$ cat config.mk
export PLATFORM = sky130hd
export DESIGN_NAME = radix_integer_to_ascii
export DESIGN_NICKNAME = d
export VERILOG_FILES = /design/src/sv/ritoa_pkg.sv /design/src/sv/ritoa_div.sv /design/src/sv/radix_integer_to_ascii.sv
export VERILOG_INCLUDE_DIRS = /design/src /design/src/sv
export SDC_FILE = /design/constraint.sdc
export NUM_CORES = 1
export LEC_CHECK = 0
export BUFFER_PORTS_ARGS = -buffer_cell sky130_fd_sc_hd__buf_2
export CAP_MARGIN = 20
export CELL_PAD_IN_SITES_DETAIL_PLACEMENT = 0
export CELL_PAD_IN_SITES_GLOBAL_PLACEMENT = 1
export CORE_UTILIZATION = 30
export CTS_CLUSTER_SIZE = 8
export DETAILED_ROUTE_END_ITERATION = 7
export MAX_ROUTING_LAYER = met4
export PLACE_DENSITY = 0.62
export SYNTH_ARGS = -nofsm -noshare
export SYNTH_HDL_FRONTEND = slang
export SYNTH_SLANG_ARGS = --single-unit
$ cat constraint.sdc
create_clock -name clock -period 4.7 [get_ports clock]
set_input_delay 0.235 -clock clock [delete_from_list [all_inputs] [get_ports clock]]
set_output_delay 0.235 -clock clock [all_outputs]
set_load 0.01 [all_outputs]
$ cat src/sv/radix_integer_to_ascii_macros.svh
// Assertion macros for the radix integer to ASCII converter.
// Used by the top level; no other dependencies.
`ifndef RADIX_INTEGER_TO_ASCII_MACROS_SVH
`define RADIX_INTEGER_TO_ASCII_MACROS_SVH
`ifndef ASSERT_OFF
`define RITOA_ASSERT_IMPL(label, clk, rst, cond, prop) \
   label: assert property (@(posedge clk) disable iff (rst) (cond) |-> (prop)) \
      else $error("radix_integer_to_ascii: assertion failed");
`define RITOA_ASSERT_NEXT(label, clk, rst, cond, prop) \
   label: assert property (@(posedge clk) disable iff (rst) (cond) |=> (prop)) \
      else $error("radix_integer_to_ascii: assertion failed");
`else
`define RITOA_ASSERT_IMPL(label, clk, rst, cond, prop)
`define RITOA_ASSERT_NEXT(label, clk, rst, cond, prop)
`endif
`endif

$ cat src/sv/ritoa_pkg.sv
// Shared types, constants and the digit-to-character function for the
// radix integer to ASCII converter. No dependencies.
package ritoa_pkg;

   localparam int MAX_DIGITS = 32;
   localparam int VALUE_W    = 31;
   localparam int RADIX_W    = 6;
   localparam int LIMIT_W    = 6;
   localparam int CHAR_W     = 8;
   localparam int COUNT_OUT_W = 6;
   localparam int STATUS_W   = 2;
   localparam int CNT_W      = $clog2(MAX_DIGITS + 1);
   localparam int IDX_W      = $clog2(MAX_DIGITS);
   localparam int STEP_W     = $clog2(VALUE_W);

   localparam logic [RADIX_W-1:0] RADIX_MIN = RADIX_W'(2);
   localparam logic [RADIX_W-1:0] RADIX_MAX = RADIX_W'(36);
   localparam logic [RADIX_W-1:0] DECIMAL_SPAN = RADIX_W'(10);
   localparam logic [CHAR_W-1:0]  CHAR_ZERO = CHAR_W'(48);
   localparam logic [CHAR_W-1:0]  CHAR_A    = CHAR_W'(97);

   localparam logic [STATUS_W-1:0] STATUS_OK        = 2'd0;
   localparam logic [STATUS_W-1:0] STATUS_BAD_RADIX = 2'd1;
   localparam logic [STATUS_W-1:0] STATUS_TRUNC     = 2'd2;

   typedef struct packed {
      logic [VALUE_W-1:0] number_in;
      logic [RADIX_W-1:0] radix;
      logic [LIMIT_W-1:0] digit_limit;
   } req_payload_type;

   typedef struct packed {
      logic [CHAR_W-1:0]      ascii_char;
      logic                   last_char;
      logic [COUNT_OUT_W-1:0] digit_count;
      logic [STATUS_W-1:0]    status;
   } rsp_payload_type;

   typedef struct packed {
      logic               go;
      logic [VALUE_W-1:0] dividend;
      logic [RADIX_W-1:0] divisor;
   } div_cmd_type;

   typedef struct packed {
      logic               done;
      logic [VALUE_W-1:0] quotient;
      logic [RADIX_W-1:0] remainder;
   } div_res_type;

   function automatic logic [CHAR_W-1:0] digit_char(input logic [RADIX_W-1:0] r);
      logic [CHAR_W-1:0] r_ext;
      r_ext = CHAR_W'(r);
      if (r < DECIMAL_SPAN) begin
         return CHAR_ZERO + r_ext;
      end
      return CHAR_A + r_ext - CHAR_W'(DECIMAL_SPAN);
   endfunction

endpackage

$ cat src/sv/ritoa_div.sv
// Shared restoring divider: one quotient bit per cycle.
// Depends on ritoa_pkg.
module ritoa_div (
   input  logic                 clock,
   input  logic                 reset,
   input  ritoa_pkg::div_cmd_type cmd,
   output ritoa_pkg::div_res_type res
);

   logic                            busy_ff, busy_in;
   logic                            done_ff, done_in;
   logic [ritoa_pkg::STEP_W-1:0]    step_ff, step_in;
   logic [ritoa_pkg::VALUE_W-1:0]   dvd_ff, dvd_in;
   logic [ritoa_pkg::RADIX_W-1:0]   rem_ff, rem_in;
   logic [ritoa_pkg::RADIX_W-1:0]   dvs_ff, dvs_in;
   logic [ritoa_pkg::RADIX_W:0]     partial;
   logic [ritoa_pkg::RADIX_W:0]     diff;
   logic                            fits;

   // Partial remainder picks up the next dividend bit; subtract when it fits.
   assign partial = {rem_ff, dvd_ff[ritoa_pkg::VALUE_W-1]};
   assign fits    = partial >= {1'b0, dvs_ff};
   assign diff    = partial - {1'b0, dvs_ff};

   always_comb begin
      busy_in = busy_ff;
      done_in = 1'b0;
      step_in = step_ff;
      dvd_in  = dvd_ff;
      rem_in  = rem_ff;
      dvs_in  = dvs_ff;
      if (cmd.go) begin
         busy_in = 1'b1;
         step_in = '0;
         dvd_in  = cmd.dividend;
         rem_in  = '0;
         dvs_in  = cmd.divisor;
      end else if (busy_ff) begin
         dvd_in  = {dvd_ff[ritoa_pkg::VALUE_W-2:0], fits};
         rem_in  = fits ? diff[ritoa_pkg::RADIX_W-1:0] : partial[ritoa_pkg::RADIX_W-1:0];
         step_in = step_ff + 1'b1;
         if (step_ff == ritoa_pkg::STEP_W'(ritoa_pkg::VALUE_W - 1)) begin
            busy_in = 1'b0;
            done_in = 1'b1;
         end
      end
   end

   always_ff @(posedge clock) begin
      if (reset) begin
         busy_ff <= 1'b0;
         done_ff <= 1'b0;
         step_ff <= '0;
      end else begin
         busy_ff <= busy_in;
         done_ff <= done_in;
         step_ff <= step_in;
      end
      dvd_ff <= dvd_in;
      rem_ff <= rem_in;
      dvs_ff <= dvs_in;
   end

   assign res.done      = done_ff;
   assign res.quotient  = dvd_ff;
   assign res.remainder = rem_ff;

endmodule

$ cat src/sv/radix_integer_to_ascii.sv
// Top level of the radix integer to ASCII converter: sequencer, digit store
// and output register. Depends on ritoa_pkg, ritoa_div and the macros header.
`include "radix_integer_to_ascii_macros.svh"

// How to use this block.
// A request is presented on req_data together with start; it is taken at the
// rising edge where start is high and busy is low. Each request carries a
// value, a base and a digit limit. The block answers with one result per
// digit on rsp_data, most significant digit first, each marked by rsp_valid
// for exactly one cycle. The last result of a request has last_char set and
// carries the digit count and the status. A base outside 2 to 36 gives a
// single error result in the cycle after the request, and the block stays
// ready. Otherwise the value is divided by the base in a shared bit-serial
// divider, one digit per division, so the divider sets the rate. The digits
// are then read back from the digit store, each character passing through a
// read state and then an emit state. Busy stays high for the whole request,
// which has up to 31 digits for the widest value in base 2, and its last
// result appears in the cycle in which busy drops. A zero value skips the
// divider and goes straight to reading back its single digit '0'.
// The receiver cannot stall: every result is simply presented for one cycle.
// Reset returns the sequencer to idle and drops any conversion in progress;
// the digit store is not cleared, since each entry is written before it is read.
module radix_integer_to_ascii (
   input  logic                       clock,
   input  logic                       reset,
   input  logic                       start,
   output logic                       busy,
   input  ritoa_pkg::req_payload_type req_data,
   output logic                       rsp_valid,
   output ritoa_pkg::rsp_payload_type rsp_data
);

   localparam logic [1:0] ST_IDLE = 2'd0;
   localparam logic [1:0] ST_DIV  = 2'd1;
   localparam logic [1:0] ST_READ = 2'd2;
   localparam logic [1:0] ST_EMIT = 2'd3;

   logic [1:0]                      state_ff, state_in;
   logic [ritoa_pkg::RADIX_W-1:0]   radix_ff, radix_in;
   logic [ritoa_pkg::CNT_W-1:0]     limit_ff, limit_in;
   logic [ritoa_pkg::CNT_W-1:0]     count_ff, count_in;
   logic                            trunc_ff, trunc_in;
   logic [ritoa_pkg::IDX_W-1:0]     rd_ptr_ff, rd_ptr_in;
   logic [ritoa_pkg::RADIX_W-1:0]   rd_data_ff;
   logic                            rsp_valid_ff, rsp_valid_in;
   ritoa_pkg::rsp_payload_type      rsp_data_ff, rsp_data_in;

   // Digit store, lowest digit at entry zero.
   logic [ritoa_pkg::RADIX_W-1:0]   digit_mem [ritoa_pkg::MAX_DIGITS];
   logic                            wr_en;
   logic [ritoa_pkg::IDX_W-1:0]     wr_addr;
   logic [ritoa_pkg::RADIX_W-1:0]   wr_data;

   ritoa_pkg::div_cmd_type          div_cmd;
   ritoa_pkg::div_res_type          div_res;

   logic                            accept;
   logic                            bad_radix;
   logic [ritoa_pkg::CNT_W-1:0]     req_limit;
   logic [ritoa_pkg::CNT_W-1:0]     count_next;
   logic                            last_digit;
   logic                            err_rsp;

   assign accept    = start && !busy;
   assign bad_radix = (req_data.radix < ritoa_pkg::RADIX_MIN) ||
                      (req_data.radix > ritoa_pkg::RADIX_MAX);
   assign count_next = count_ff + 1'b1;
   assign last_digit = (rd_ptr_ff == '0);

   // A limit of zero counts as one; a limit above the store depth saturates.
   always_comb begin
      if (req_data.digit_limit == '0) begin
         req_limit = ritoa_pkg::CNT_W'(1);
      end else if (int'(req_data.digit_limit) > ritoa_pkg::MAX_DIGITS) begin
         req_limit = ritoa_pkg::CNT_W'(ritoa_pkg::MAX_DIGITS);
      end else begin
         req_limit = ritoa_pkg::CNT_W'(req_data.digit_limit);
      end
   end

   ritoa_div u_div (
      .clock (clock),
      .reset (reset),
      .cmd   (div_cmd),
      .res   (div_res)
   );

   always_comb begin
      state_in     = state_ff;
      radix_in     = radix_ff;
      limit_in     = limit_ff;
      count_in     = count_ff;
      trunc_in     = trunc_ff;
      rd_ptr_in    = rd_ptr_ff;
      rsp_valid_in = 1'b0;
      rsp_data_in  = rsp_data_ff;
      wr_en        = 1'b0;
      wr_addr      = count_ff[ritoa_pkg::IDX_W-1:0];
      wr_data      = div_res.remainder;
      div_cmd.go       = 1'b0;
      div_cmd.dividend = req_data.number_in;
      div_cmd.divisor  = req_data.radix;

      case (state_ff)
         ST_IDLE: begin
            if (accept) begin
               if (bad_radix) begin
                  // Error result goes out next cycle; the block stays ready.
                  rsp_valid_in            = 1'b1;
                  rsp_data_in.ascii_char  = '0;
                  rsp_data_in.last_char   = 1'b1;
                  rsp_data_in.digit_count = '0;
                  rsp_data_in.status      = ritoa_pkg::STATUS_BAD_RADIX;
               end else if (req_data.number_in == '0) begin
                  // Zero has the single digit '0'.
                  wr_en     = 1'b1;
                  wr_addr   = '0;
                  wr_data   = '0;
                  count_in  = ritoa_pkg::CNT_W'(1);
                  trunc_in  = 1'b0;
                  rd_ptr_in = '0;
                  state_in  = ST_READ;
               end else begin
                  radix_in   = req_data.radix;
                  limit_in   = req_limit;
                  count_in   = '0;
                  div_cmd.go = 1'b1;
                  state_in   = ST_DIV;
               end
            end
         end
         ST_DIV: begin
            if (div_res.done) begin
               wr_en    = 1'b1;
               count_in = count_next;
               if ((div_res.quotient != '0) && (count_next < limit_ff)) begin
                  div_cmd.go       = 1'b1;
                  div_cmd.dividend = div_res.quotient;
                  div_cmd.divisor  = radix_ff;
               end else begin
                  trunc_in  = (div_res.quotient != '0);
                  rd_ptr_in = count_ff[ritoa_pkg::IDX_W-1:0];
                  state_in  = ST_READ;
               end
            end
         end
         ST_READ: begin
            // The store's registered read settles during this cycle.
            state_in = ST_EMIT;
         end
         ST_EMIT: begin
            rsp_valid_in            = 1'b1;
            rsp_data_in.ascii_char  = ritoa_pkg::digit_char(rd_data_ff);
            rsp_data_in.last_char   = last_digit;
            rsp_data_in.digit_count = last_digit ?
                                      ritoa_pkg::COUNT_OUT_W'(count_ff) : '0;
            rsp_data_in.status      = (last_digit && trunc_ff) ?
                                      ritoa_pkg::STATUS_TRUNC : ritoa_pkg::STATUS_OK;
            if (last_digit) begin
               state_in = ST_IDLE;
            end else begin
               rd_ptr_in = rd_ptr_ff - 1'b1;
               state_in  = ST_READ;
            end
         end
         default: begin
            state_in = ST_IDLE;
         end
      endcase
   end

   always_ff @(posedge clock) begin
      if (reset) begin
         state_ff     <= ST_IDLE;
         rsp_valid_ff <= 1'b0;
      end else begin
         state_ff     <= state_in;
         rsp_valid_ff <= rsp_valid_in;
      end
      radix_ff    <= radix_in;
      limit_ff    <= limit_in;
      count_ff    <= count_in;
      trunc_ff    <= trunc_in;
      rd_ptr_ff   <= rd_ptr_in;
      rsp_data_ff <= rsp_data_in;
   end

   always_ff @(posedge clock) begin
      if (wr_en) begin
         digit_mem[wr_addr] <= wr_data;
      end
      rd_data_ff <= digit_mem[rd_ptr_ff];
   end

   assign busy      = (state_ff != ST_IDLE);
   assign rsp_valid = rsp_valid_ff;
   assign rsp_data  = rsp_data_ff;

   // A final result that reports a bad base.
   assign err_rsp = rsp_valid && rsp_data.last_char &&
                    (rsp_data.status == ritoa_pkg::STATUS_BAD_RADIX);

   // A request with a bad base answers at once with a final error result.
   `RITOA_ASSERT_NEXT(a_bad_radix_answer, clock, reset, accept && bad_radix, err_rsp)
   // A result that is not the last one means more digits are still on the way.
   `RITOA_ASSERT_IMPL(a_more_follow, clock, reset, rsp_valid && !rsp_data.last_char, busy)
   // Every emit cycle produces exactly one result.
   `RITOA_ASSERT_NEXT(a_emit_strobe, clock, reset, state_ff == ST_EMIT, rsp_valid)
   // The divider only finishes while the sequencer waits for it.
   `RITOA_ASSERT_IMPL(a_div_owner, clock, reset, div_res.done, state_ff == ST_DIV)

endmodule
== Word level (Yosys, flattened, before mapping) ==
Memory sizes are Yosys's and may differ from the RTL's. A register that Yosys moved wholly into a read port is not among the register bits.
Cells that the tools add are included.
W data, S select, Z words.
Word-level totals
  output and inout port bits: 19
  logic and storage cells: 139
  RAM bits: 192
  register bits after elaboration: 94
  input port bits: 46
  memories: 1
Memory list
  digit_mem: depth 32, bits a word 6, read ports 1, clocked after Yosys merged registers in 1, write ports 1, line radix_integer_to_ascii.sv:49  | logic [ritoa_pkg::RADIX_W-1:0] digit_mem [ritoa_pkg::MAX_DIGITS];
Operators by class
  equality and inequality tests: 12
  bitwise operators: 3
  muxes and demuxes: 67
  $lt $le $gt $ge: 6
  reduce and logical (&&, ||, !) cells: 25
  add/sub/neg operators: 7
Operators by type and width (count)
  $mux W38: 2
  $mux W31: 2
  $mux W6: 10
  $mux W5: 10
  $mux W37: 1
  $mux W17: 2
  $pmux W17 S2: 1
  $logic_not A31 Y1: 1
  $reduce_bool A31 Y1: 1
  $mux W1: 23
  $mux W8: 2
  $pmux W5 S3: 1
  $mux W2: 7
  $gt A6 B6 Y1 const B: 2
  $ne A2 B2 Y1 const B: 6
  $pmux W6 S2: 1
  $reduce_and A4 Y1: 3
  $add A7 B6 Y8 const A: 1
  $pmux W1 S2: 4
  $pmux W2 S4: 1
  $reduce_bool A2 Y1: 4
  $sub A8 B4 Y8 const B: 1
  $add A6 B6 Y7 const A: 1
  $ge A7 B6 Y1: 1
  26 further kinds: 32

== Logic depth before layout (Yosys ltp) ==
Gate-level depths: netlist (run 1).
  word-level depth: 8
  mapped depth: 11
  depth with buffers taken out: 8

== Cells and area by module ==
From an unflattened synthesis (run 1), not the netlist that was laid out.
Second synthesis, totals
  cells, all modules: 768
  area total of the unflattened synthesis: 12901.1 um^2
By module, submodules not included
  radix_integer_to_ascii: sequential area each 7176.9 um^2, times used 1, cells an instance 595, area an instance 10526.3 um^2
  ritoa_div: sequential area each 1371.3 um^2, times used 1, cells an instance 173, area an instance 2374.8 um^2

== Worst setup path after synthesis (run 1) ==
No wires, ideal clock.
  path type: reg2reg
  start point: reg count_ff[2] in the netlist's numbering
  end point: reg u_div.dvd_ff[0] in the netlist's numbering, enable pin
  path buffers: 2
  path slack: 0.787 ns
  stages on the path, launching flop included: 11
  clock period less this slack: 3.913 ns
  data required time: 4.270 ns
  setup time: 0.430 ns
  arrival: 3.484 ns
  cells stage by stage: edfxtp_1 clkbuf_1 inv_1 nor3_1 xor2_1 ha_1 nand4_1 o21bai_1 nor4_1 buf_2 a21oi_1
On the way
  longest elaborated chain between the ends: 8
  elaborated cells on any way between the ends: 9
  those cells by class: add/sub: 1; order compare: 1; eq/ne: 1; mux: 3; reduce/logical: 3
Ends and longest elaborated chain
  from (decl): line radix_integer_to_ascii.sv:41  | logic [ritoa_pkg::CNT_W-1:0] count_ff, count_in;
  from (signal assigned): line radix_integer_to_ascii.sv:182  | count_ff <= count_in;
  $add A6 B1 Y6 *: line radix_integer_to_ascii.sv:67  | assign count_next = count_ff + 1'b1;
  net count_next, one bit: line radix_integer_to_ascii.sv:60  | logic [ritoa_pkg::CNT_W-1:0] count_next;
  $lt A6 B6 Y1 *: line radix_integer_to_ascii.sv:136  | if ((div_res.quotient != '0) && (count_next < limit_ff)) begin
  $logic_and A1 B1 Y1 *: line radix_integer_to_ascii.sv:136
  $mux W38: line radix_integer_to_ascii.sv:136
  $mux W38: line radix_integer_to_ascii.sv:133  | if (div_res.done) begin
  $pmux W1 S2: line radix_integer_to_ascii.sv:104  | case (state_ff)
  $ne A4 B4 Y1 (no source line) or $reduce_bool A2 Y1 (tied branches)
  $reduce_and A2 Y1 (no source line) *
  to (signal assigned): line ritoa_div.sv:59  | dvd_ff <= dvd_in;
  to (decl): line ritoa_div.sv:13  | logic [ritoa_pkg::VALUE_W-1:0] dvd_ff, dvd_in;
The timed path passes the listed nets; every way through them passes the cells marked *. The select of a mux whose other input is x is not followed.
A chain may end at the register's enable or synchronous reset.

== Worst setup path in the final report (run 1) ==
  start point: reg count_ff[0] in the netlist's numbering
  end point: reg rd_ptr_ff[0] in the netlist's numbering, enable pin
On the way
  longest elaborated chain between the ends: 5
Ends and longest elaborated chain
  $add A6 B1 Y6: line radix_integer_to_ascii.sv:67
  net count_next, one bit: line radix_integer_to_ascii.sv:60
  $lt A6 B6 Y1: line radix_integer_to_ascii.sv:136
  $logic_and A1 B1 Y1: line radix_integer_to_ascii.sv:136
  $ne A2 B2 Y1 (no source line)
  $reduce_and A7 Y1 (no source line)
  to (signal assigned): line radix_integer_to_ascii.sv:184  | rd_ptr_ff <= rd_ptr_in;
  to (decl): line radix_integer_to_ascii.sv:43  | logic [ritoa_pkg::IDX_W-1:0] rd_ptr_ff, rd_ptr_in;
The timed path passes the listed nets, and every way through them passes these cells.

==> flow_metrics.tcl, run 1 <==
set metrics [dict create \
    wl_per_cell_um 19.6 \
    fin_worst_skew_ns 0.0256 \
    min_path_type "in -> reg" \
    vias 6975 \
    utilization_pct 35.9 \
    track_usage_pct 13.8 \
    reg2reg_to "rd_ptr_ff[0]" \
    drtAntennaViolNets 0 \
    avgSynthCellArea_um2 16.0 \
    fin_crit_sh_pct 70.5 \
    wirelength_um 28400 \
    drv_cap 0 \
    clock-sinks 292 \
    crit_family "compound AO/OA/AOI/OAI gates" \
    portBuffers 64 \
    hold_viol 0 \
    worst_slew_pin_slew_ns 0.982 \
    cp.depth 8 \
    multi_input_area_mm2 0.00394 \
    worstSetupStartpointType "flop" \
    die_x_um 208 \
    hold-worst-slack_ns 0.0238 \
    synth-edff-count 270 \
    rsz0062_at_grt "no" \
    yosysSeqAreaShare_pct 66.9 \
    synthFlopType "edfxtp_1" \
    clk_path_buf_depth 3 \
    pwr_density_cell_mw_per_mm2 540 \
    r2r_start "count_ff[0]" \
    place_hpwl_um 18700 \
    vias_per_cell 4.81 \
    setup_viol 0 \
    r2r_slack_ns 1.39 \
    synth_seq_cells 292 \
    dpl.cell_count 1373 \
    end_kind "flop" \
    grt_max_degree 51 \
    yosys-top-cells-area "edfxtp_1, mux4_2, mux2i_1" \
    start_util_pct 30.5 \
    die_y_um 208 \
    antenna_found_initial 0 \
    grt_pass1_vias 7425 \
    first_pass_iters 8 \
    tns_ns 0 \
    finalCriticalPeriod_ns 3.31 \
    cts_setup_buffers 0 \
    r2r_cells 8 \
    path_class "reg -> reg" \
    worst-path-buf-inv 0 \
    synth_top_area_share_pct 63.4 \
    arrival_ns 3.48 \
    drc 0 \
    max_freq_mhz 302 \
    synthArstFlopShare_pct 0 \
    grt-ovfl-total 0 \
    cts_tree "built" \
    cp_max_fo 14 \
    leakagePower_nw 5.27 \
    status "completed" \
    rows 75 \
    finalPower_mw 8.13 \
    clk_pin_slew_worst_paths_ns 0.05 \
    drtIter0Drc 507 \
    yosysWarnings 0 \
    area_growth_pct 17.7 \
    ios 65 \
    syn-cell-area_mm2 0.0128 \
    diodes 0 \
    nFillCells 3948 \
    insertion_delay_ns 0.54 \
    coreArea_mm2 0.0419 \
    cts_inserted_buffers 42 \
    worstSetupStartpoint "count_ff[0]" \
    final-seq-area_mm2 0.00855 \
    cts.htree.levels 2 \
    drv_slew 0 \
    endpoint "rd_ptr_ff[0]" \
    dieArea_mm2 0.0434 \
    maxSlewHeadroom_pct 34.6 \
    fin_cells 1451 \
    cts_root_buf "clkbuf_16" \
    grt_pass1_wl_um 44200 \
    synth_cell_type_count 58 \
    worstPathRequired_ns 4.87 \
    drive_gt1_share_pct 22.3 \
    layout.nets 963 \
    globalplace.congestion 0.750 \
    ir_drop_mv 0.257 \
    synthCells 798 \
    synth_fp_nets 871 \
    max_stage_delay_ns 0.69 \
    path_cells "nand3_1, nor3_1, xor2_1, ha_1, nand4_1, o21bai_1, o41ai_2, a2111oi_2" \
    yosysTopAreaCell "edfxtp_1" \
    crit_slowest_cell "a2111oi_2" \
]
==> layer usage <==
metal	vias up	routed length, um	global-route usage (%)
met1	3513	13000	17.8
met2	139	13600	22.0
met3	46	1110	2.37
met4	0	692	4.42
li1	3277	-	-
met5	-	0	-
==> sequential cells by signal, summed over array words and instances (netlist names) <==
signal	flops
rd_data_ff	6
u_div.rem_ff	6
u_div.busy_ff	1
u_div.dvs_ff	6
rsp_valid	1
rsp_data	17
limit_ff	6
digit_mem	192
state_ff	2
radix_ff	6
u_div.dvd_ff	31
rd_ptr_ff	5
u_div.done_ff	1
trunc_ff	1
u_div.step_ff	5
count_ff	6
==> kinds of logic (layout without fill, tap and decap cells) <==
kind of cell               after synthesis  count (layout)  synth area share [%]
and+or+nand+nor                        206             206                  7.93
adders and majority gates               27              27                  2.70
muxes                                  116             116                  13.8
AOI/OAI and AO/OA                       71              71                  4.72
DFF                                    292             292                  66.9
xor gates and xnor gates                18              18                  1.23
buffers and inverters                   68             182                  2.72
==> cells in the mapped netlist (all sizes together), types with 6 or more instances <==
cell type and instances:
dfxtp 22, buf 28, edfxtp 270, inv 29
xnor2 11, mux2i 61, a22o 6, nand2 20
a211oi 9, nor4 17, nor2 93, o21ai 14
nor2b 10, and2 21, a21oi 11, mux4 48
mux2 7, nor3 13, nand3 7, ha 26
clkbuf 11, nand4 8, a221oi 6, xor2 7
==> how the worst min path moves through the flow <==
stage | from | to | cells after the start
2_1_floorplan | req_data[6] | radix_ff[0] | 0
3_3_place_gp | req_data[6] | radix_ff[0] | 1
3_5_place_dp | req_data[9] | radix_ff[3] | 1
4_1_cts | req_data[1] | limit_ff[1] | 2
5_1_grt | req_data[4] | limit_ff[4] | 2
6_report | req_data[1] | limit_ff[1] | 2
==> placed cells by master, fill, tap and decap left out, drive strengths merged, types with 3 or more instances in the layout <==
master and instances:
edfxtp 270, nor2 93, buf 80, clkbuf 63, mux2i 61, mux4 48, inv 30, ha 26
dfxtp 22, and2 21, nand2 20, nor4 17, o21ai 14, nor3 13, xnor2 11, a21oi 11
nor2b 10, a211oi 9, nand4 8, nand3 7, xor2 7, dlygate4sd3 7, mux2 7, a22o 6
a221oi 6, nand2b 5, o2111ai 5, nand3b 4, or3 3, o41ai 3, a31oi 3
==> area by class of cell <==
type	instances	share of cell area (%)
multi-input combinational	438	26.2
timing repair buffer	87	4.06
tap	539	4.48
inverter	29	0.723
clock inverter	3	0.274
clock buffer	63	7.51
sequential	292	56.8
==> where the power goes <==
group / switching (mW) / internal (mW)
Sequential: 0.211 / 3.35
Combinational: 1.13 / 0.740
Clock: 1.06 / 1.64
Total: 2.40 / 5.74
==> metrics by stage <==
| stage | cell area, um^2 | setup WS, ns |
|---|---|---|
| 2_1_floorplan | 12800 | 0.787 |
| 3_3_place_gp | 13700 | 1.49 |
| 3_5_place_dp | 13700 | 1.37 |
| 4_1_cts | 14900 | 1.34 |
| 5_1_grt | 15000 | 1.09 |
| 6_report | 15000 | 1.39 |
==> what timing repair did <==
action	4_1_cts	5_1_grt
gates resized for setup	0	0
hold buffers	7	0
hold endpoints to repair	7	0
Power figures use the tool's default switching activity.
==> inputs of run 2 (changes only) <==
--- a/config.mk
+++ b/config.mk
@@ -6,6 +6,7 @@
 export SDC_FILE = /design/constraint.sdc
 export NUM_CORES = 1
 export LEC_CHECK = 0
+export ABC_AREA = 1
 export BUFFER_PORTS_ARGS = -buffer_cell sky130_fd_sc_hd__buf_2
 export CAP_MARGIN = 20
 export CELL_PAD_IN_SITES_DETAIL_PLACEMENT = 0
@@ -14,7 +15,7 @@
 export CTS_CLUSTER_SIZE = 8
 export DETAILED_ROUTE_END_ITERATION = 7
 export MAX_ROUTING_LAYER = met4
-export PLACE_DENSITY = 0.62
+export PLACE_DENSITY = 0.64
 export SYNTH_ARGS = -nofsm -noshare
 export SYNTH_HDL_FRONTEND = slang
 export SYNTH_SLANG_ARGS = --single-unit
==> constraint.sdc (replaced) <==
create_clock -name clock -period 3.1 [get_ports clock]
set_input_delay 0.155 -clock clock [delete_from_list [all_inputs] [get_ports clock]]
set_output_delay 0.155 -clock clock [all_outputs]
set_load 0.01 [all_outputs]
==> run 2 against run 1 <==
  * Total power rose by 55%
  * Die area up 1.5%
  * Clock power up 53%
  * Flip-flop and latch count did not move
  * Utilization up 1.7 points
  * Synthesized cell count up 52%
  * Cell area rose by 5.6%
  * Clock skew down 0.0015 ns
  * Clock-buffer cell count decreased by 5
==> flow_metrics.tcl, run 2 <==
set metrics [dict create \
    clk_path_buf_depth 3 \
    pwr-share-clk_pct 32.8 \
    worst_slew_pin_slew_ns 0.905 \
    drtIter0Drc 548 \
    setup_viol 0 \
    yosysWarnings 0 \
    drc 0 \
    maxSlewHeadroom_pct 39.5 \
    track_usage_pct 15.8 \
    yosysTopAreaCell "edfxtp_1" \
    drtAntennaViolNets 0 \
    die_y_um 210 \
    grt_pass1_vias 9274 \
    fin_worst_skew_ns 0.0241 \
    path_cells "nand3_1, nor2_1, nand2_1, xor2_1, inv_1, ha_1, nand2_1, o21ai_1, nor2_4, nand4_4, clkinv_1, a21oi_4, buf_12" \
    die_x_um 210 \
    wl_met1_um 14700 \
    path_class "reg -> reg" \
    wirelength_um 32700 \
    cts.htree.levels 2 \
    rows 75 \
    worstPathRequired_ns 3.35 \
    largest_register_ffs 192 \
    wl_met2_um 15400 \
    synth_fp_nets 1284 \
    synth_seq_cells 292 \
    worst_path_most_repeated_cell "nand2_1" \
    end_kind "flop" \
    worst-path-buf-inv 3 \
    grt_pass1_wl_um 51800 \
    start_util_pct 30.7 \
    portBuffers 64 \
    pwr_density_cell_mw_per_mm2 795 \
    max_stage_delay_ns 0.48 \
    ios 65 \
    dr.max_layer_used "met4" \
    antenna_found_initial 1 \
    finalCriticalPeriod_ns 2.72 \
    grt_max_degree 108 \
    insertion_delay_ns 0.55 \
    drv_slew 0 \
    drive_gt1_share_pct 14.4 \
    synth-edff-count 270 \
    crit_slowest_cell "edfxtp_1" \
    grt-ovfl-total 0 \
    min_path_type "in -> reg" \
    cts_root_buf "clkbuf_16" \
    yosys-top-cells-area "edfxtp_1, nor2_1, o21ai_0" \
    top_register "digit_mem" \
    pwr-share-comb_pct 26.0 \
    layout_common_cells "edfxtp_1, nor2_1, nand2_1, o21ai_0, inv_1" \
    synthArstFlopShare_pct 0 \
    cts_inserted_buffers 42 \
    cp_max_fo 31 \
    nFillCells 4185 \
    clk_pin_slew_worst_paths_ns 0.05 \
    synth_cell_type_count 42 \
    p_switching_mw 4.10 \
    crit_family "simple AND/OR/NAND/NOR gates" \
    synthCells 1211 \
    cts_setup_buffers 0 \
    syn-cell-area_mm2 0.0130 \
    wl_met3_um 1790 \
    coreArea_mm2 0.0423 \
    avgSynthCellArea_um2 10.7 \
    area_growth_pct 22.5 \
    yosysSeqAreaShare_pct 65.9 \
    rsz0062_at_grt "no" \
    wl_per_cell_um 16.7 \
    seq_power_share_pct 41.3 \
    netSwitchingFraction_pct 32.4 \
    cts_tree "built" \
    tns_ns 0 \
    place_hpwl_um 21200 \
    final_cell_area_mm2 0.0159 \
    post_dp_cell_area_mm2 0.0143 \
    arrival_ns 2.96 \
    globalplace.congestion 0.808 \
    synth.most_common_cell "edfxtp_1" \
    max_freq_mhz 368 \
    mostFrequentLayoutCell "edfxtp_1" \
    first_pass_iters 6 \
    ir_drop_mv 0.397 \
    drv_cap 0 \
    vias_per_cell 4.63 \
    vias 9088 \
    fin_crit_sh_pct 87.6 \
    synth_top_area_share_pct 62.5 \
    utilization_pct 37.6 \
    p_int_mw 8.54 \
    synthFlopType "edfxtp_1" \
    clock-sinks 292 \
    leakagePower_nw 5.94 \
    synth_common_cells "edfxtp_1, nor2_1, o21ai_0, nand2_1, inv_1" \
    dieArea_mm2 0.0441 \
    hold_viol 0 \
    status "completed" \
    layout.nets 1440 \
    worstSetupStartpointType "flop" \
]
run 2: cell types whose count changed after synthesis, sizes merged, moves of 15 or more:
cell and delta:
a21oi +21, and2 -21, clkbuf +17, inv +90, mux2i -61, mux4 -48, nand2 +124, nand3 +68
nor2 +129, nor4 -17, o211ai +15, o21ai +138, o22ai +29
run 2: metrics by stage:
step                instances  power [mW]  setup WS [ns]  hold slack, ns
CTS                      1961        12.8          0.249           0.100
detailed placement       1856        8.55          0.281           0.363
finish                   1962        12.6          0.384           0.109
global placement         1856        8.54          0.280           0.359
floorplan                1211        7.40        0.00955           0.224
global route             1962        13.4          0.102           0.154
run 2: kinds of logic after synthesis:
logic type,count (synthesis),share of synthesized area [%]
AND/OR/NAND/NOR,464,14.8
AO/OA/AOI/OAI,240,10.4
buffers and inverters,176,5.49
flip-flops,292,65.9
adder cells (fa/ha/maj),27,2.66
XOR/XNOR,12,0.810
run 2: power by group through the flow:
stage / registers [mW] / logic [mW] / clock network [mW]
floorplan: 5.23 / 2.18 / 0
global placement: 5.28 / 3.25 / 0
detailed placement: 5.28 / 3.26 / 0
CTS: 5.22 / 3.32 / 4.24
global route: 5.26 / 3.73 / 4.41
finish: 5.21 / 3.28 / 4.14
run 2: what timing repair did:
action                                  CTS  global route
resized for setup                         0             1
endpoints found under the setup margin    0            30
hold endpoints to repair                 50             0
hold buffers                             44             0
run 2: cell type report:
type	count	area, um^2	share of cell area, %
clock inverters	3	37.5	0.236
inverters	123	462	2.90
multi-input cells	743	3750	23.6
repair buffers	165	1240	7.79
well taps	577	722	4.54
flip-flops and latches	292	8550	53.8
clock buffers	58	1130	7.12
diodes	1	2.50	0.0157
run 2: worst paths after layout:
path                 endpoint  slack (ns)             start  cells after the start
min               state_ff[1]        0.11             start                      5
max          u_div.dvd_ff[28]        0.38       count_ff[2]                     13
min reg2reg  u_div.step_ff[0]        0.50  u_div.step_ff[0]                      2
max reg2reg  u_div.dvd_ff[28]        0.38       count_ff[2]                     13
run 2: worst min-delay path: cells and delay by family:
family / cells / cell delay, ns
buffers and inverters: 1 / 0.11
AND/OR/NAND/NOR: 3 / 0.29
AO/OA/AOI/OAI: 1 / 0.06
run 2: layer usage:
layer	up-vias	track usage (%)
li1	4510	-
met1	4342	19.7
met2	183	25.3
met3	53	3.71
met4	0	4.88
met5	-	-
==> inputs of run 3 (changes only) <==
--- a/config.mk
+++ b/config.mk
@@ -16,6 +16,7 @@
 export DETAILED_ROUTE_END_ITERATION = 7
 export MAX_ROUTING_LAYER = met4
 export PLACE_DENSITY = 0.64
+export SETUP_SLACK_MARGIN = 0.5
 export SYNTH_ARGS = -nofsm -noshare
 export SYNTH_HDL_FRONTEND = slang
 export SYNTH_SLANG_ARGS = --single-unit
==> run 3 against run 2 <==
  * Final cell count grew 2.2%
  * Clock skew shrank 0.0014 ns
  * Utilization grew 2.3 points
  * Register-to-register slack gained 0.03 ns
  * Clock power shrank 1%
  * Sequential share of layout area shrank 3.2 points
  * Sequential power is essentially flat
  * Clock-buffer cell count grew 1
  * Worst setup slack gained 0.027 ns
  * Maximum frequency grew 1.0%
  * Non-clock buffer count grew 44
  * First-iteration DRC count grew 22%
==> flow_metrics.tcl, run 3 (same netlist as run 2, synthesis figures left out) <==
set metrics [dict create \
    r2r_cells 16 \
    vias 9519 \
    worst_slew_pin_slew_ns 0.895 \
    clk_path_buf_depth 3 \
    clk_pin_slew_worst_paths_ns 0.05 \
    cp_max_fo 6 \
    maxSlewHeadroom_pct 40.2 \
    fin_ws_ns 0.411 \
    fin_worst_skew_ns 0.0227 \
    insertion_delay_ns 0.54 \
    rows 75 \
    track_usage_pct 16.0 \
    grt_util_met2_pct 25.8 \
    wl_per_cell_um 17.5 \
    reg2reg_to "u_div.dvd_ff[8]" \
    cts_tree "built" \
    busiest_layer "met2" \
    end_kind "flop" \
    mostFrequentLayoutCell "edfxtp_1" \
    die_y_um 210 \
    drtIter0Drc 667 \
    portBuffers 64 \
    dieArea_mm2 0.0441 \
    start_util_pct 30.7 \
    grt_pass1_wl_um 52900 \
    drv_cap 0 \
    layout.nets 1484 \
    die_x_um 210 \
    rsz0062_at_grt "yes" \
    place_hpwl_um 21300 \
    finalCriticalPeriod_ns 2.69 \
    dpl.cell_count 1854 \
    drive_gt1_share_pct 22.1 \
    drtAntennaViolNets 0 \
    antenna_found_initial 0 \
    path_class "reg -> reg" \
    area_growth_pct 30.1 \
    fin_cells 2005 \
    path_cells "ha_2, nand2_2, inv_2, nand2_2, xor2_2, inv_2, ha_4, nand2_4, o21ai_2, nor2_4, nand4_4, buf_12, clkinv_8, a21oi_4, buf_12, clkbuf_16" \
    clock-sinks 292 \
    cts.htree.levels 2 \
    diodes 0 \
    hold_viol 0 \
    fin_crit_sh_pct 86.7 \
    max_stage_delay_ns 0.46 \
    leakagePower_nw 6.34 \
    status "completed" \
    wirelength_um 35100 \
    grt-ovfl-total 0 \
    grt_pass1_vias 9477 \
    endpoint "u_div.dvd_ff[8]" \
    cp.depth 16 \
    min_path_type "in -> reg" \
    tns_ns 0 \
    layout_common_cells "edfxtp_1, nor2_1, nand2_1" \
    use_met3_pct 2.89 \
    worst-path-buf-inv 6 \
    worstPathRequired_ns 3.35 \
    grtUsageMet1_pct 20.5 \
    r2r_slack_ns 0.41 \
    worstSetupStartpoint "count_ff[0]" \
    largest_register_ffs 192 \
    pwr_density_cell_mw_per_mm2 790 \
    place_ws_ns 0.205 \
    ios 65 \
    crit_slowest_cell "edfxtp_1" \
    ir_drop_mv 0.343 \
    grt_max_degree 108 \
    arrival_ns 2.94 \
    globalplace.congestion 0.788 \
    first_pass_iters 5 \
    worstSetupStartpointType "flop" \
    drc 0 \
    cts_root_buf "clkbuf_16" \
    drv_slew 0 \
    r2r_start "count_ff[0]" \
    coreArea_mm2 0.0423 \
    vias_per_cell 4.75 \
    cts_inserted_buffers 42 \
    max_freq_mhz 372 \
    top_register "digit_mem" \
    crit_family "buffers and inverters" \
    setup_viol 0 \
]
[run 3: changes by cell type in the layout (fill, tap and decap cells not counted), moves of 6 or more]
cell and change:
buf_4 +22, clkbuf_16 +6, nand2_1 -9, nand3_1 -20
nand3_2 +15, nor2_1 -13, nor2_4 +8, o21ai_0 -28
o21ai_1 +9, o21ai_2 +19
[run 3: report_power, final]
group          internal [mW]  total, mW  switching [mW]
Sequential              4.99       5.22           0.225
Clock                   2.50       4.10            1.60
Combinational           1.48       4.02            2.54
Total                   8.97       13.3            4.37
[run 3: worst min-delay path: cells and delay by family]
family / cells / cell delay (ns)
AO/OA/AOI/OAI: 1 / 0.15
buffers and inverters: 2 / 0.20
AND/OR/NAND/NOR: 2 / 0.17
[run 3: cell type report]
type                       count  area, um^2
clock buffer                  59        1140
clock inverter                 2        13.8
fill                        4031       25400
inverter                     123         474
multi-input combinational    743        4130
sequential                   292        8550
tap                          577         722
timing repair buffer         209        1860
[run 3: what timing repair did]
action                     CTS  global route
setup endpoints to repair  109           209
gates cloned                 4             9
setup buffers               19            14
pin swaps                    3             8
resized for setup           26           106
hold buffers                44             0
hold endpoints to repair    50             0
[run 3: worst min-delay path by stage]
stage	start	endpoint	slack, ns	depth (start not counted)
after detailed placement	req_data[9]	radix_ff[3]	0.38	1
after global routing	start	rsp_valid	0.24	5
after global placement	req_data[10]	radix_ff[4]	0.38	1
after floorplan	reset	state_ff[1]	0.22	1
final	start	rsp_valid	0.19	5
after CTS	start	state_ff[1]	0.16	5
[run 3: per-stage QoR]
| stage | hold WS [ns] | area, um^2 | utilization, % | power (mW) |
|---|---|---|---|---|
| after floorplan | 0.224 | 13000 | - | 7.42 |
| after global placement | 0.378 | 14300 | 33.8 | 8.57 |
| after detailed placement | 0.379 | 14300 | 33.8 | 8.59 |
| after CTS | 0.159 | 16200 | 38.3 | 12.9 |
| after global routing | 0.236 | 16900 | 39.9 | 14.0 |
| final | 0.191 | 16900 | 39.9 | 13.3 |
[run 3: metal layers]
metal	wire length [um]	up-vias	part of all wire, %
met3	1720	66	4.9
met2	16900	230	48
li1	-	4601	-
met1	15500	4622	44
met4	950	0	2.7
met5	0	-	0
